--- src/hdl/assert_macros.svh ---
// Assertion macros used by the top level of the windowed metrics block.
// No dependencies; builds with SYNTH defined reduce every macro to nothing.
`ifndef ASSERT_MACROS_SVH
`define ASSERT_MACROS_SVH
`ifndef SYNTH
`define ASSERT_IMPLIES(lbl, clk, rstn, ante, cons) \
    lbl: assert property (@(posedge clk) disable iff (!(rstn)) (ante) |-> (cons)) \
        else $error("assertion failed");
`define ASSERT_NEXT(lbl, clk, rstn, ante, cons) \
    lbl: assert property (@(posedge clk) disable iff (!(rstn)) (ante) |=> (cons)) \
        else $error("assertion failed");
`else
`define ASSERT_IMPLIES(lbl, clk, rstn, ante, cons)
`define ASSERT_NEXT(lbl, clk, rstn, ante, cons)
`endif
`endif

--- src/hdl/wcm_pkg.sv ---
// Types and constants of the windowed classification metrics block.
// No dependencies; the top level, front end, queue and back end import it.
package wcm_pkg;

    localparam int CFG_WIDTH   = 7;
    localparam int QUEUE_DEPTH = 2;
    localparam int DIV_STEPS   = 32;
    localparam int RATIO_STEPS = 16;

    localparam logic [CFG_WIDTH-1:0] WLEN_RESET = 7'd16;

    localparam logic [1:0] LABEL_NONE   = 2'd0;
    localparam logic [1:0] LABEL_FIRST  = 2'd1;
    localparam logic [1:0] LABEL_SECOND = 2'd2;

    localparam logic [31:0] METRIC_SAT = 32'hFFFF_FFFF;
    localparam logic [31:0] RATIO_SAT  = 32'h0001_0000;

    typedef struct packed {
        logic signed [31:0] first_sum;
        logic signed [31:0] second_sum;
        logic [1:0]         expected_label;
        logic signed [31:0] effort_value;
        logic signed [31:0] energy_value;
    } in_item_t;

    typedef struct packed {
        logic        item_correct;
        logic [31:0] effort_metric;
        logic [31:0] energy_metric;
        logic [16:0] correct_ratio;
    } out_item_t;

    typedef struct packed {
        logic full;
        logic empty;
    } fifo_status_t;

    typedef enum logic [1:0] {
        F_IDLE,
        F_READ,
        F_REMOVE,
        F_APPEND
    } front_state_t;

    typedef enum logic [1:0] {
        B_IDLE,
        B_SETUP,
        B_ITER,
        B_OUT
    } back_state_t;

    typedef enum logic [1:0] {
        OP_EFFORT,
        OP_ENERGY,
        OP_RATIO
    } div_op_t;

endpackage

--- src/hdl/windowed_classification_metrics.sv ---
// Top level of the windowed classification metrics block.
// Depends on wcm_pkg, wcm_front, wcm_fifo, wcm_back and assert_macros.svh.
//
//   Channel   Ports                       Carries
//   input     s_valid s_ready s_data      in_item_t: sums, label, effort, energy
//   config    cfg_valid cfg_ready cfg_data window_length, 7 bits
//   result    m_valid m_ready m_data      out_item_t: flag, two metrics, ratio
//
// The front end takes each item through accept, ring read, oldest removal and
// append, and holds in append while the queue is full; the back end skips any of
// its three divisions whose quotient is zero or saturated. The shared radix-2
// divider, one quotient bit a cycle, sets the sustained rate while it runs.
// Reset empties the window and sets window_length to 16; the ring needs no clearing.
// A two-entry queue and the output register let either side stall independently.
`include "assert_macros.svh"

module windowed_classification_metrics
    import wcm_pkg::*;
#(
    parameter int WINDOW_MAX  = 64,
    parameter int VALUE_WIDTH = 32
) (
    input  logic                 aclk,
    input  logic                 aresetn,
    input  logic                 s_valid,
    output logic                 s_ready,
    input  in_item_t             s_data,
    input  logic                 cfg_valid,
    output logic                 cfg_ready,
    input  logic [CFG_WIDTH-1:0] cfg_data,
    output logic                 m_valid,
    input  logic                 m_ready,
    output out_item_t            m_data
);

    localparam int CW = $clog2(WINDOW_MAX + 1);
    localparam int TW = VALUE_WIDTH + $clog2(WINDOW_MAX);
    localparam int QW = 1 + 2 * CW + 2 * TW;

    logic          q_push, q_pop;
    logic [QW-1:0] q_wdata, q_rdata;
    fifo_status_t  q_stat;

    wcm_front #(
        .WINDOW_MAX  (WINDOW_MAX),
        .VALUE_WIDTH (VALUE_WIDTH)
    ) u_front (
        .aclk      (aclk),
        .aresetn   (aresetn),
        .s_valid   (s_valid),
        .s_ready   (s_ready),
        .s_data    (s_data),
        .cfg_valid (cfg_valid),
        .cfg_ready (cfg_ready),
        .cfg_data  (cfg_data),
        .q_push    (q_push),
        .q_data    (q_wdata),
        .q_stat    (q_stat)
    );

    wcm_fifo #(
        .WIDTH (QW),
        .DEPTH (QUEUE_DEPTH)
    ) u_queue (
        .aclk      (aclk),
        .aresetn   (aresetn),
        .push      (q_push),
        .push_data (q_wdata),
        .pop       (q_pop),
        .pop_data  (q_rdata),
        .stat      (q_stat)
    );

    wcm_back #(
        .WINDOW_MAX  (WINDOW_MAX),
        .VALUE_WIDTH (VALUE_WIDTH)
    ) u_back (
        .aclk    (aclk),
        .aresetn (aresetn),
        .q_pop   (q_pop),
        .q_data  (q_rdata),
        .q_stat  (q_stat),
        .m_valid (m_valid),
        .m_ready (m_ready),
        .m_data  (m_data)
    );

    `ASSERT_IMPLIES(a_push_has_room, aclk, aresetn, q_push, !q_stat.full)
    `ASSERT_IMPLIES(a_pop_has_data, aclk, aresetn, q_pop, !q_stat.empty)
    `ASSERT_IMPLIES(a_push_while_busy, aclk, aresetn, q_push, !s_ready)
    `ASSERT_NEXT(a_queue_empty_after_reset, aclk, 1'b1, !aresetn, q_stat.empty)

endmodule

--- src/hdl/wcm_ram.sv ---
// Generic single-port-write, single-port-read RAM with registered read data.
// No dependencies.
module wcm_ram #(
    parameter int WIDTH = 8,
    parameter int DEPTH = 64,
    localparam int AW = (DEPTH > 1) ? $clog2(DEPTH) : 1
) (
    input  logic             aclk,
    input  logic             we,
    input  logic [AW-1:0]    waddr,
    input  logic [WIDTH-1:0] wdata,
    input  logic             re,
    input  logic [AW-1:0]    raddr,
    output logic [WIDTH-1:0] rdata
);

    logic [WIDTH-1:0] mem [DEPTH];

    always_ff @(posedge aclk) begin
        if (we) begin
            mem[waddr] <= wdata;
        end
        if (re) begin
            rdata <= mem[raddr];
        end
    end

endmodule

--- src/hdl/wcm_front.sv ---
// Front end: accepts items, classifies them and keeps the sliding window.
// Depends on wcm_pkg and wcm_ram; pushes window totals into the queue.
module wcm_front
    import wcm_pkg::*;
#(
    parameter int WINDOW_MAX  = 64,
    parameter int VALUE_WIDTH = 32,
    localparam int AW = (WINDOW_MAX > 1) ? $clog2(WINDOW_MAX) : 1,
    localparam int CW = $clog2(WINDOW_MAX + 1),
    localparam int TW = VALUE_WIDTH + $clog2(WINDOW_MAX),
    localparam int QW = 1 + 2 * CW + 2 * TW
) (
    input  logic                 aclk,
    input  logic                 aresetn,
    input  logic                 s_valid,
    output logic                 s_ready,
    input  in_item_t             s_data,
    input  logic                 cfg_valid,
    output logic                 cfg_ready,
    input  logic [CFG_WIDTH-1:0] cfg_data,
    output logic                 q_push,
    output logic [QW-1:0]        q_data,
    input  fifo_status_t         q_stat
);

    localparam int RW = 1 + 2 * VALUE_WIDTH;

    front_state_t          state_reg, state_next;
    in_item_t              item_reg;
    logic                  ok_reg, ok_next;
    logic [CFG_WIDTH-1:0]  wlen_reg, wlen_next;
    logic [AW-1:0]         head_reg, head_next;
    logic [CW-1:0]         fill_reg, fill_next;
    logic [CW-1:0]         count_reg, count_next;
    logic signed [TW-1:0]  eff_tot_reg, eff_tot_next;
    logic signed [TW-1:0]  ene_tot_reg, ene_tot_next;

    logic signed [VALUE_WIDTH-1:0] s1_v, s2_v, eff_v, ene_v;
    logic signed [VALUE_WIDTH-1:0] rd_eff, rd_ene;
    logic                  rd_flag;
    logic [1:0]            pred;
    logic [CW-1:0]         len_eff;
    logic                  window_full;
    logic [AW-1:0]         old_idx;
    logic                  append_fire;
    logic [CW-1:0]         count_sum;
    logic signed [TW-1:0]  eff_sum, ene_sum;
    logic                  ram_we, ram_re;
    logic [RW-1:0]         ram_wdata, ram_rdata;

    assign s1_v  = VALUE_WIDTH'({32'b0, item_reg.first_sum});
    assign s2_v  = VALUE_WIDTH'({32'b0, item_reg.second_sum});
    assign eff_v = VALUE_WIDTH'({32'b0, item_reg.effort_value});
    assign ene_v = VALUE_WIDTH'({32'b0, item_reg.energy_value});

    assign rd_flag = ram_rdata[RW-1];
    assign rd_eff  = ram_rdata[2*VALUE_WIDTH-1:VALUE_WIDTH];
    assign rd_ene  = ram_rdata[VALUE_WIDTH-1:0];

    always_comb begin
        if (s1_v > s2_v) begin
            pred = LABEL_FIRST;
        end else if (s1_v < s2_v) begin
            pred = LABEL_SECOND;
        end else begin
            pred = LABEL_NONE;
        end
        ok_next = (item_reg.expected_label != LABEL_NONE) && (pred == item_reg.expected_label);
    end

    always_comb begin
        if (wlen_reg == '0) begin
            len_eff = CW'(1);
        end else if (32'(wlen_reg) > WINDOW_MAX) begin
            len_eff = CW'(WINDOW_MAX);
        end else begin
            len_eff = CW'(wlen_reg);
        end
    end

    assign window_full = (fill_reg >= len_eff);

    always_comb begin
        int unsigned h;
        int unsigned f;
        h = 32'(head_reg);
        f = 32'(fill_reg);
        if (h >= f) begin
            old_idx = AW'(h - f);
        end else begin
            old_idx = AW'(h + WINDOW_MAX - f);
        end
    end

    // Next state.
    always_comb begin
        state_next = state_reg;
        unique case (state_reg)
            F_IDLE:   if (s_valid) state_next = F_READ;
            F_READ:   state_next = F_REMOVE;
            F_REMOVE: state_next = F_APPEND;
            F_APPEND: if (!q_stat.full) state_next = F_IDLE;
        endcase
    end

    // Outputs of the state machine.
    always_comb begin
        s_ready     = 1'b0;
        ram_re      = 1'b0;
        append_fire = 1'b0;
        unique case (state_reg)
            F_IDLE:   s_ready = 1'b1;
            F_READ:   ram_re = 1'b1;
            F_REMOVE: ;
            F_APPEND: append_fire = !q_stat.full;
        endcase
    end

    assign cfg_ready = 1'b1;
    assign ram_we    = append_fire;
    assign ram_wdata = {ok_reg, eff_v, ene_v};
    assign q_push    = append_fire;

    assign count_sum = count_reg + CW'(ok_reg);
    assign eff_sum   = eff_tot_reg + TW'(eff_v);
    assign ene_sum   = ene_tot_reg + TW'(ene_v);
    assign q_data    = {ok_reg, count_sum, eff_sum, ene_sum, len_eff};

    always_comb begin
        wlen_next    = wlen_reg;
        head_next    = head_reg;
        fill_next    = fill_reg;
        count_next   = count_reg;
        eff_tot_next = eff_tot_reg;
        ene_tot_next = ene_tot_reg;
        if (cfg_valid) begin
            wlen_next    = cfg_data;
            head_next    = '0;
            fill_next    = '0;
            count_next   = '0;
            eff_tot_next = '0;
            ene_tot_next = '0;
        end else if (state_reg == F_REMOVE && window_full) begin
            fill_next    = fill_reg - CW'(1);
            count_next   = count_reg - CW'(rd_flag);
            eff_tot_next = eff_tot_reg - TW'(rd_eff);
            ene_tot_next = ene_tot_reg - TW'(rd_ene);
        end else if (append_fire) begin
            fill_next    = fill_reg + CW'(1);
            count_next   = count_sum;
            eff_tot_next = eff_sum;
            ene_tot_next = ene_sum;
            if (32'(head_reg) == WINDOW_MAX - 1) begin
                head_next = '0;
            end else begin
                head_next = head_reg + AW'(1);
            end
        end
    end

    always_ff @(posedge aclk) begin
        if (!aresetn) begin
            state_reg   <= F_IDLE;
            wlen_reg    <= WLEN_RESET;
            head_reg    <= '0;
            fill_reg    <= '0;
            count_reg   <= '0;
            eff_tot_reg <= '0;
            ene_tot_reg <= '0;
        end else begin
            state_reg   <= state_next;
            wlen_reg    <= wlen_next;
            head_reg    <= head_next;
            fill_reg    <= fill_next;
            count_reg   <= count_next;
            eff_tot_reg <= eff_tot_next;
            ene_tot_reg <= ene_tot_next;
        end
    end

    always_ff @(posedge aclk) begin
        if (s_valid && s_ready) begin
            item_reg <= s_data;
        end
        if (state_reg == F_READ) begin
            ok_reg <= ok_next;
        end
    end

    wcm_ram #(
        .WIDTH (RW),
        .DEPTH (WINDOW_MAX)
    ) u_ring (
        .aclk  (aclk),
        .we    (ram_we),
        .waddr (head_reg),
        .wdata (ram_wdata),
        .re    (ram_re),
        .raddr (old_idx),
        .rdata (ram_rdata)
    );

endmodule

--- src/hdl/wcm_fifo.sv ---
// Short queue of window snapshots between the front and back ends.
// Depends on wcm_pkg for the status struct.
module wcm_fifo
    import wcm_pkg::*;
#(
    parameter int WIDTH = 8,
    parameter int DEPTH = 2
) (
    input  logic             aclk,
    input  logic             aresetn,
    input  logic             push,
    input  logic [WIDTH-1:0] push_data,
    input  logic             pop,
    output logic [WIDTH-1:0] pop_data,
    output fifo_status_t     stat
);

    localparam int PW = $clog2(DEPTH);
    localparam int FW = $clog2(DEPTH + 1);

    logic [WIDTH-1:0] mem [DEPTH];
    logic [PW-1:0]    wr_ptr_reg, wr_ptr_next;
    logic [PW-1:0]    rd_ptr_reg, rd_ptr_next;
    logic [FW-1:0]    fill_reg, fill_next;

    assign pop_data   = mem[rd_ptr_reg];
    assign stat.full  = (32'(fill_reg) == DEPTH);
    assign stat.empty = (fill_reg == '0);

    always_comb begin
        wr_ptr_next = wr_ptr_reg;
        rd_ptr_next = rd_ptr_reg;
        fill_next   = fill_reg;
        if (push) begin
            wr_ptr_next = (32'(wr_ptr_reg) == DEPTH - 1) ? '0 : wr_ptr_reg + PW'(1);
        end
        if (pop) begin
            rd_ptr_next = (32'(rd_ptr_reg) == DEPTH - 1) ? '0 : rd_ptr_reg + PW'(1);
        end
        if (push && !pop) begin
            fill_next = fill_reg + FW'(1);
        end else if (pop && !push) begin
            fill_next = fill_reg - FW'(1);
        end
    end

    always_ff @(posedge aclk) begin
        if (!aresetn) begin
            wr_ptr_reg <= '0;
            rd_ptr_reg <= '0;
            fill_reg   <= '0;
        end else begin
            wr_ptr_reg <= wr_ptr_next;
            rd_ptr_reg <= rd_ptr_next;
            fill_reg   <= fill_next;
        end
    end

    always_ff @(posedge aclk) begin
        if (push) begin
            mem[wr_ptr_reg] <= push_data;
        end
    end

endmodule

--- src/hdl/wcm_back.sv ---
// Back end: runs the three divisions of an item on one shared radix-2 divider
// and holds the result in the output register. Depends on wcm_pkg.
module wcm_back
    import wcm_pkg::*;
#(
    parameter int WINDOW_MAX  = 64,
    parameter int VALUE_WIDTH = 32,
    localparam int CW = $clog2(WINDOW_MAX + 1),
    localparam int TW = VALUE_WIDTH + $clog2(WINDOW_MAX),
    localparam int QW = 1 + 2 * CW + 2 * TW
) (
    input  logic          aclk,
    input  logic          aresetn,
    output logic          q_pop,
    input  logic [QW-1:0] q_data,
    input  fifo_status_t  q_stat,
    output logic          m_valid,
    input  logic          m_ready,
    output out_item_t     m_data
);

    localparam int SW = $clog2(DIV_STEPS + 1);

    back_state_t   state_reg, state_next;
    div_op_t       op_reg, op_next;
    logic [QW-1:0] entry_reg;
    logic [TW-1:0] rem_reg, div_reg;
    logic [31:0]   quo_reg;
    logic [SW-1:0] step_reg;
    logic [31:0]   res_eff_reg, res_ene_reg;
    logic [16:0]   res_ratio_reg;
    logic          m_valid_reg;
    out_item_t     m_data_reg;

    logic          e_ok;
    logic [CW-1:0] e_count, e_len;
    logic [TW-1:0] e_eff, e_ene;
    logic [TW-1:0] divisor, count_ext, shifted;
    logic          div_ge, div_skip, div_start, last_step;
    logic          store_en, advance, out_load;
    logic [31:0]   skip_val, store_val, quo_next;

    assign {e_ok, e_count, e_eff, e_ene, e_len} = entry_reg;

    always_comb begin
        case (op_reg)
            OP_EFFORT: divisor = e_eff;
            OP_ENERGY: divisor = e_ene;
            default:   divisor = TW'(e_len);
        endcase
    end

    assign count_ext = TW'(e_count);
    assign shifted   = {rem_reg[TW-2:0], 1'b0};
    assign div_ge    = (shifted >= div_reg);
    assign quo_next  = {quo_reg[30:0], div_ge};
    assign last_step = (step_reg == SW'(1));

    // A divisor (total or window length) that is not positive gives zero; a count not below it saturates.
    always_comb begin
        div_skip = 1'b1;
        if (divisor[TW-1] || divisor == '0) begin
            skip_val = '0;
        end else if (count_ext >= divisor) begin
            skip_val = (op_reg == OP_RATIO) ? RATIO_SAT : METRIC_SAT;
        end else begin
            skip_val = '0;
            div_skip = 1'b0;
        end
    end

    // Next state.
    always_comb begin
        state_next = state_reg;
        unique case (state_reg)
            B_IDLE:  if (!q_stat.empty) state_next = B_SETUP;
            B_SETUP: begin
                if (!div_skip) begin
                    state_next = B_ITER;
                end else if (op_reg == OP_RATIO) begin
                    state_next = B_OUT;
                end
            end
            B_ITER: begin
                if (last_step) begin
                    state_next = (op_reg == OP_RATIO) ? B_OUT : B_SETUP;
                end
            end
            B_OUT:   if (!m_valid_reg || m_ready) state_next = B_IDLE;
        endcase
    end

    // Outputs of the state machine.
    always_comb begin
        q_pop     = 1'b0;
        div_start = 1'b0;
        store_en  = 1'b0;
        store_val = skip_val;
        out_load  = 1'b0;
        unique case (state_reg)
            B_IDLE:  q_pop = !q_stat.empty;
            B_SETUP: begin
                div_start = !div_skip;
                store_en  = div_skip;
            end
            B_ITER: begin
                store_en  = last_step;
                store_val = quo_next;
            end
            B_OUT:   out_load = !m_valid_reg || m_ready;
        endcase
    end

    assign advance = store_en;

    always_comb begin
        op_next = op_reg;
        if (q_pop) begin
            op_next = OP_EFFORT;
        end else if (advance) begin
            case (op_reg)
                OP_EFFORT: op_next = OP_ENERGY;
                OP_ENERGY: op_next = OP_RATIO;
                default:   op_next = OP_RATIO;
            endcase
        end
    end

    always_ff @(posedge aclk) begin
        if (!aresetn) begin
            state_reg   <= B_IDLE;
            op_reg      <= OP_EFFORT;
            m_valid_reg <= 1'b0;
        end else begin
            state_reg <= state_next;
            op_reg    <= op_next;
            if (out_load) begin
                m_valid_reg <= 1'b1;
            end else if (m_ready) begin
                m_valid_reg <= 1'b0;
            end
        end
    end

    always_ff @(posedge aclk) begin
        if (q_pop) begin
            entry_reg <= q_data;
        end
        if (div_start) begin
            rem_reg  <= count_ext;
            div_reg  <= divisor;
            quo_reg  <= '0;
            step_reg <= (op_reg == OP_RATIO) ? SW'(RATIO_STEPS) : SW'(DIV_STEPS);
        end else if (state_reg == B_ITER) begin
            rem_reg  <= div_ge ? (shifted - div_reg) : shifted;
            quo_reg  <= quo_next;
            step_reg <= step_reg - SW'(1);
        end
        if (store_en) begin
            case (op_reg)
                OP_EFFORT: res_eff_reg   <= store_val;
                OP_ENERGY: res_ene_reg   <= store_val;
                default:   res_ratio_reg <= store_val[16:0];
            endcase
        end
        if (out_load) begin
            m_data_reg.item_correct  <= e_ok;
            m_data_reg.effort_metric <= res_eff_reg;
            m_data_reg.energy_metric <= res_ene_reg;
            m_data_reg.correct_ratio <= res_ratio_reg;
        end
    end

    assign m_valid = m_valid_reg;
    assign m_data  = m_data_reg;

endmodule
--- config.mk ---
export PLATFORM = sky130hd
export DESIGN_NAME = windowed_classification_metrics
export DESIGN_NICKNAME = d
export VERILOG_FILES = /design/src/hdl/wcm_pkg.sv /design/src/hdl/windowed_classification_metrics.sv /design/src/hdl/wcm_ram.sv /design/src/hdl/wcm_front.sv /design/src/hdl/wcm_fifo.sv /design/src/hdl/wcm_back.sv
export VERILOG_INCLUDE_DIRS = /design/src /design/src/hdl
export SDC_FILE = /design/constraint.sdc
export NUM_CORES = 2
export LEC_CHECK = 0
export BUFFER_PORTS_ARGS = -buffer_cell sky130_fd_sc_hd__buf_2
export CAP_MARGIN = 20
export CELL_PAD_IN_SITES_DETAIL_PLACEMENT = 1
export CELL_PAD_IN_SITES_GLOBAL_PLACEMENT = 2
export CORE_ASPECT_RATIO = 0.6
export CORE_MARGIN = 1
export CORE_UTILIZATION = 52
export CTS_BUF_LIST = sky130_fd_sc_hd__clkbuf_8
export DETAILED_ROUTE_END_ITERATION = 10
export HOLD_SLACK_MARGIN = 0.12
export PLACE_DENSITY_LB_ADDON = 0.1
export SYNTH_ARGS = -nofsm -noshare
export SYNTH_HDL_FRONTEND = slang
export SYNTH_MEMORY_MAX_BITS = 65536
export SYNTH_SLANG_ARGS = --single-unit
--- constraint.sdc ---
create_clock -name aclk -period 6.3 [get_ports aclk]
set_input_delay 0.945 -clock aclk [delete_from_list [all_inputs] [get_ports aclk]]
set_output_delay 0.945 -clock aclk [all_outputs]
set_load 0.03 [all_outputs]
======== After elaboration in Yosys (flattened, before gate mapping) ========
Memory sizes are Yosys's and may differ from the RTL's. A register that Yosys moved wholly into a read port is not among the register bits.
Cells that the tools add are included.
cells by class
  eq/ne operators ......................... 18
  reduce and logical (&&, ||, !) cells .... 33
  order comparisons ....................... 7
  $add $sub $neg .......................... 18
  bitwise operators ....................... 3
  muxes and demuxes ....................... 53
operator list
  operator                                     count
  2-to-1 mux 38 bit                            4
  2-to-1 mux 32 bit                            4
  adder 38 x 32 -> 38 bit                      2
  one-hot mux 38 bit (2 select lines)          1
  subtractor 38 x 32 -> 38 bit                 2
  2-to-1 mux 7 bit                             8
  >= comparator 38 bit                         1
  >= comparator 7 x 38 -> 1 bit                1
  zero test 38 bit                             1
  2-to-1 mux 37 bit                            1
  subtractor 37 bit                            1
  > comparator 32 bit                          1
  less-than comparator 32 bit                  1
  2-to-1 mux 6 bit                             5
  2-to-1 mux 2 bit                             13
  one-hot mux 2 bit (4 select lines)           2
  2-to-1 mux 1 bit                             14
  adder 6 x 1 -> 6 bit, second input constant  2
  == test 2 bit, second input constant         6
  subtractor 6 bit                             2
  AND reduction 2 bit                          5
  nonzero test 2 bit                           5
  zero test 2 bit                              4
  adder 7 x 1 -> 7 bit                         1
  25 further kinds                             45
storage, ports and cells
  flip-flop bits (word level) ............. 520
  memories kept ........................... 2
  memory bits (writable) .................. 4342
memories
  memory              depth  width  rd ports  clocked after memory_dff  wr ports  RTL line        text
  u_front.u_ring.mem  64     65     1         1                         1         wcm_ram.sv:17   logic [WIDTH-1:0] mem [DEPTH];
  u_queue.mem         2      91     1         1                         1         wcm_fifo.sv:21  logic [WIDTH-1:0] mem [DEPTH];

======== Longest topological paths before layout ========
  depth in word-level cells ............... 8
  gate-level depth with buffers ........... 24
  gate-level depth less buffers ........... 22

======== Modules after synthesis ========
From an unflattened synthesis, not the netlist that was laid out.
unflattened totals
  cells, all modules ...................... 10170
  area total of the unflattened synthesis .. 199430.0 sq um
modules (own cells, without submodules)
  module     area each (sq um)  sequential area each (sq um)  cells each  times used
  wcm_ram    158981.2           126871.7                      6606        1
  wcm_front  18102.4            6035.8                        2074        1
  wcm_back   15528.6            10480.1                       1185        1
  wcm_fifo   6817.8             5565.3                        305         1

======== Least setup slack after synthesis ========
Ideal clock, no wire load.
  path type ............................... register -> register
  start ................................... reg u_front.state_reg[0]
  end ..................................... mem u_queue.mem[0][0] (netlist name), enable pin
  period minus slack after synthesis ...... 5.496 ns
  arrival ................................. 4.953 ns
  cell stages (with the launch flop) ...... 6
  slack ................................... 0.804 ns
  buffers on the path ..................... 2
  path through ............................ dfxtp_1 ha_1 nand2_1 clkbuf_1 clkbuf_1 nor2_1
between the ends
  word-level cells in the longest chain between the ends .. 4
ends and longest elaborated chain
  element                                 RTL line          text
  from (decl)                             wcm_front.sv:28   front_state_t state_reg, state_next;
  from (signal assigned)                  wcm_front.sv:171  state_reg <= state_next;
  == test 2 bit                           wcm_front.sv:111  unique case (state_reg)
  2-to-1 mux 1 bit                        wcm_front.sv:111
  2-to-1 mux 1 bit                        wcm_fifo.sv:60    if (push) begin
  2-to-1 mux 1 bit (not written as such)  wcm_fifo.sv:61    mem[wr_ptr_reg] <= push_data;
  to (decl)                               wcm_fifo.sv:21
No other way between the ends.

======== Worst setup path after layout ========
  start ................................... reg u_front.wlen_reg[1]
  end ..................................... reg u_front.fill_reg[6]
between the ends
  word-level cells in the longest chain between the ends .. 6
  elaborated cells on any way between the ends .. 8
  classes of those cells .................. order compare (2); mux (3); reduce/logical (3)
ends and longest elaborated chain
  element                                                        RTL line                               text
  from (decl)                                                    wcm_front.sv:31                        logic [CFG_WIDTH-1:0] wlen_reg, wlen_next;
  from (signal assigned)                                         wcm_front.sv:172                       wlen_reg <= wlen_next;
  > comparator 7 bit                                             wcm_front.sv:74                        end else if (32'(wlen_reg) > WINDOW_MAX) begin
  2-to-1 mux 7 bit                                               wcm_front.sv:74
  2-to-1 mux 7 bit (*)                                           wcm_front.sv:72                        if (wlen_reg == '0) begin
  net q_wdata[0]                                                 windowed_classification_metrics.sv:41  logic [QW-1:0] q_wdata, q_rdata;
  >= comparator 7 bit (*)                                        wcm_front.sv:81                        assign window_full = (fill_reg >= len_eff);
  logical AND 1 bit (*)                                          wcm_front.sv:143                       end else if (state_reg == F_REMOVE && window_full) begin
  2-to-1 mux 7 bit / nonzero test 2 bit (equally long branches)  --
  to (signal assigned)                                           wcm_front.sv:174                       fill_reg <= fill_next;
  to (decl)                                                      wcm_front.sv:33                        logic [CW-1:0] fill_reg, fill_next;
The timed path passes the listed nets; every way through them passes the cells marked *.
A chain may end at the register's enable or synchronous reset.

==> results.json <==
{
  "numCtsBuffers": 719,
  "cp.required_ns": 7.29,
  "grt_pass1_vias": 108000,
  "place_area_sq_mm": 0.209,
  "worst_pin_slew_ns": 1.17,
  "power.switching_uw": 22200,
  "postCtsSetupBuffers": 0,
  "die_w_um": 802,
  "synthFlopType": "edfxtp_1",
  "reg2reg_slack_ns": 1.53,
  "synth_edf_count": 4843,
  "io_buffers": 225,
  "multiInputGateArea_sq_mm": 0.0485,
  "utilization": 0.589,
  "nNetsFinal": 11100,
  "timing.fmax_mhz": 210,
  "p_int_uw": 56000,
  "hpwl_um": 340000,
  "path_class": "reg2reg",
  "regArea_sq_mm": 0.149,
  "gp_congestion": 0.833,
  "endpoint_kind": "flop",
  "drt-met1-wl_um": 257000,
  "drtAntennaViolNets": 0,
  "cpMostUsedCell": "a21oi_1",
  "antenna_found_initial": 31,
  "power.density_mw_per_mm2": 349,
  "coreArea_sq_mm": 0.380,
  "max_cap_violations": 0,
  "cts_max_level": 6,
  "grt_first_pass_wirelength_um": 841000,
  "grt_max_degree": 93,
  "setup_violations": 0,
  "grt_use_total": 0.312,
  "wl_met2_um": 267000,
  "cpPeakStageDelay_ns": 0.58,
  "start_util": 0.524,
  "clock_skew_ns": 0.0891,
  "io_pins": 227,
  "p_leak_uw": 0.0736,
  "yosysSeqAreaShare": 0.747,
  "cts_resized": 0,
  "drive_above_1_share": 0.262,
  "syn2layout_area_growth_pct": 12.2,
  "rows": 175,
  "dieArea_sq_mm": 0.386,
  "fillers": 32400,
  "vias_per_cell": 6.54,
  "period_minus_slack_ns": 4.77,
  "ys_seq_elements": 5018,
  "crit_slowest_cell": "fa_1",
  "cp_cell_sequence": "nor3_1 > a21oi_1 > nor2_1 > ha_1 > nand2b_1 > a21oi_1 > nor2b_1 > o21ai_0 > a21oi_1 > o21a_1 > o21ai_4 > clkinv_2 > fa_1 > a21o_1 > a21oi_1 > o21bai_1 > a21oi_1 > mux2i_1 > xnor2_1 > nor2_1",
  "cp-start-kind": "flop",
  "fin_area_sq_mm": 0.224,
  "fp.dieH_um": 482,
  "vdd_drop_max_mv": 0.228,
  "vias": 107000,
  "clk_pin_slew_ns": 0.06,
  "synthesis.instances": 9726,
  "mostFrequentLayoutCell": "edfxtp_1",
  "synth.distinct_cells": 91,
  "pwr-share-comb": 0.168,
  "crit_arrival_ns": 5.76,
  "syn-cell-area_sq_mm": 0.199,
  "largest_reg_flops": 4160,
  "finalCritPeriodShare": 0.757,
  "whs_ns": 0.254,
  "min_path_type": "in2reg",
  "status": "completed",
  "dr.max_layer_used": "met5",
  "clock_path_buffers": 4,
  "firstDrtPassIters": 6,
  "ys_warn_count": 0,
  "cts_hold_buf": 138,
  "cts_tree": "yes",
  "slew-limit-headroom": 0.220,
  "seqPwrFrac": 0.521,
  "drv_slew": 0,
  "hold_viol": 0,
  "clock-sinks": 5018,
  "initialDrtViolationCount": 14800,
  "p_total_uw": 78200,
  "rsz0062_at_grt": "no",
  "overflow": 0,
  "drt-total-wl_um": 609000,
  "async_flop_share": 0,
  "synth_fp_nets": 10100,
  "layout_common_cells": "edfxtp_1, mux4_2, clkbuf_8, inv_1, a21oi_1",
  "worstSkewPairLatency_ns": 1.17,
  "swShare": 0.284,
  "drc_errors": 0,
  "synth_area_per_cell_sq_um": 20.5,
  "worstPathMaxFanout": 33,
  "wl_met3_um": 65800,
  "pwr-share-clk": 0.311,
  "clockRootBuffer": "clkbuf_8",
  "final.setup.tns_ns": 0,
  "routedWlPerCell_um": 37.4
}
## cell families (layout without fill, tap and decap cells)
| logic type | Yosys count | count (layout) | share of synthesized area |
|---|---|---|---|
| xor+xnor | 190 | 190 | 0.00834 |
| simple gates | 1021 | 1021 | 0.0235 |
| compound gates | 994 | 994 | 0.0321 |
| other cells | 1 | 5 | 0.0000188 |
| mux | 1536 | 1536 | 0.159 |
| buf+inv | 701 | 2217 | 0.0133 |
| fa+ha+maj | 265 | 265 | 0.0169 |
| flops | 5018 | 5018 | 0.747 |
## cells in the mapped netlist (4+ instances only)
master       n  area [sq um]
dfxtp_1    175          3500
o31ai_1     11          82.6
nor3_1      32           160
inv_1      230           863
nand4_1     31           194
clkbuf_1   357          1340
and3_1      21           131
mux4_2    1300         29300
or3_1       12          75.1
a311oi_1    34           298
nor2_1     327          1230
buf_2       15          75.1
o21ai_1      6          30.0
a31oi_1     31           194
xor2_1      69           604
a311o_1      4          40.0
nand2b_1    34           213
o22ai_1      6          37.5
edfxtp_1  4843        145000
and2_1      13          81.3
o31a_1       6          52.6
or2_2       11          68.8
o21bai_1    33           248
o21ai_0    134           671
buf_1       95           357
o21a_1      31           233
and4_1       6          52.6
mux2_2      95          1070
mux2i_1    141          1410
nand3_1     47           235
a21oi_1    360          1800
a221oi_1    11          96.3
xnor2_1    121          1060
a21o_1     115           863
fa_1         7           140
a211oi_1   142          1070
o211ai_1    12          90.1
nor4_1      18           113
nand3b_1     8          60.1
nand2_1    339          1270
a21boi_0     7          52.6
ha_1       258          3230
nor2b_1    103           644
## routing by layer
metal	global-route usage	vias up
met4	0.0943	12
li1	-	42100
met5	0	-
met3	0.0733	981
met1	0.474	57100
met2	0.456	6328
## power groups by stage
stage / combinational [uW] / sequential [uW] / clock, uW
5_1_grt: 14000 / 40800 / 25900
4_1_cts: 13100 / 40700 / 24600
3_5_place_dp: 13000 / 41400 / 0
2_1_floorplan: 7540 / 41600 / 0
3_3_place_gp: 12500 / 41400 / 0
6_report: 13100 / 40700 / 24300
## worst max-delay path, delay by kind of cell (launching register included)
kind                       cells  cell delay (ns)
and+or+nand+nor                5             0.80
muxes                          1             0.27
DFF                            1             0.33
buffers and inverters          1             0.40
xor gates and xnor gates       1             0.16
adders and majority gates      2             0.87
AOI/OAI and AO/OA             10             1.79
## path summary, 6_finish.rpt
check,cells after the start,end,startpoint
worst min-delay path,3,u_back.m_valid,m_ready
worst max-delay path,20,u_front.fill_reg[6],u_front.wlen_reg[1]
worst max register to register,20,u_front.fill_reg[6],u_front.wlen_reg[1]
worst min register to register,0,u_back.m_data[45],u_back.res_ene_reg[28]
## cell type report
class                           count  area share
Clock inverter                    527      0.0119
Tap cell                         5044      0.0282
Inverter                          231     0.00389
Antenna cell                        4   0.0000447
Sequential cell                  5018       0.665
Clock buffer                      748      0.0460
Multi-Input combinational cell   4007       0.217
Timing Repair Buffer              711      0.0280
## through the flow
stage | cells | setup WS (ns)
final | 16300 | 1.53
after global routing | 16300 | 1.18
after CTS | 16300 | 1.53
after detailed placement | 14900 | 1.55
after global placement | 14900 | 1.43
after floorplan | 9726 | 0.804
(Power assumes the default switching activity.)
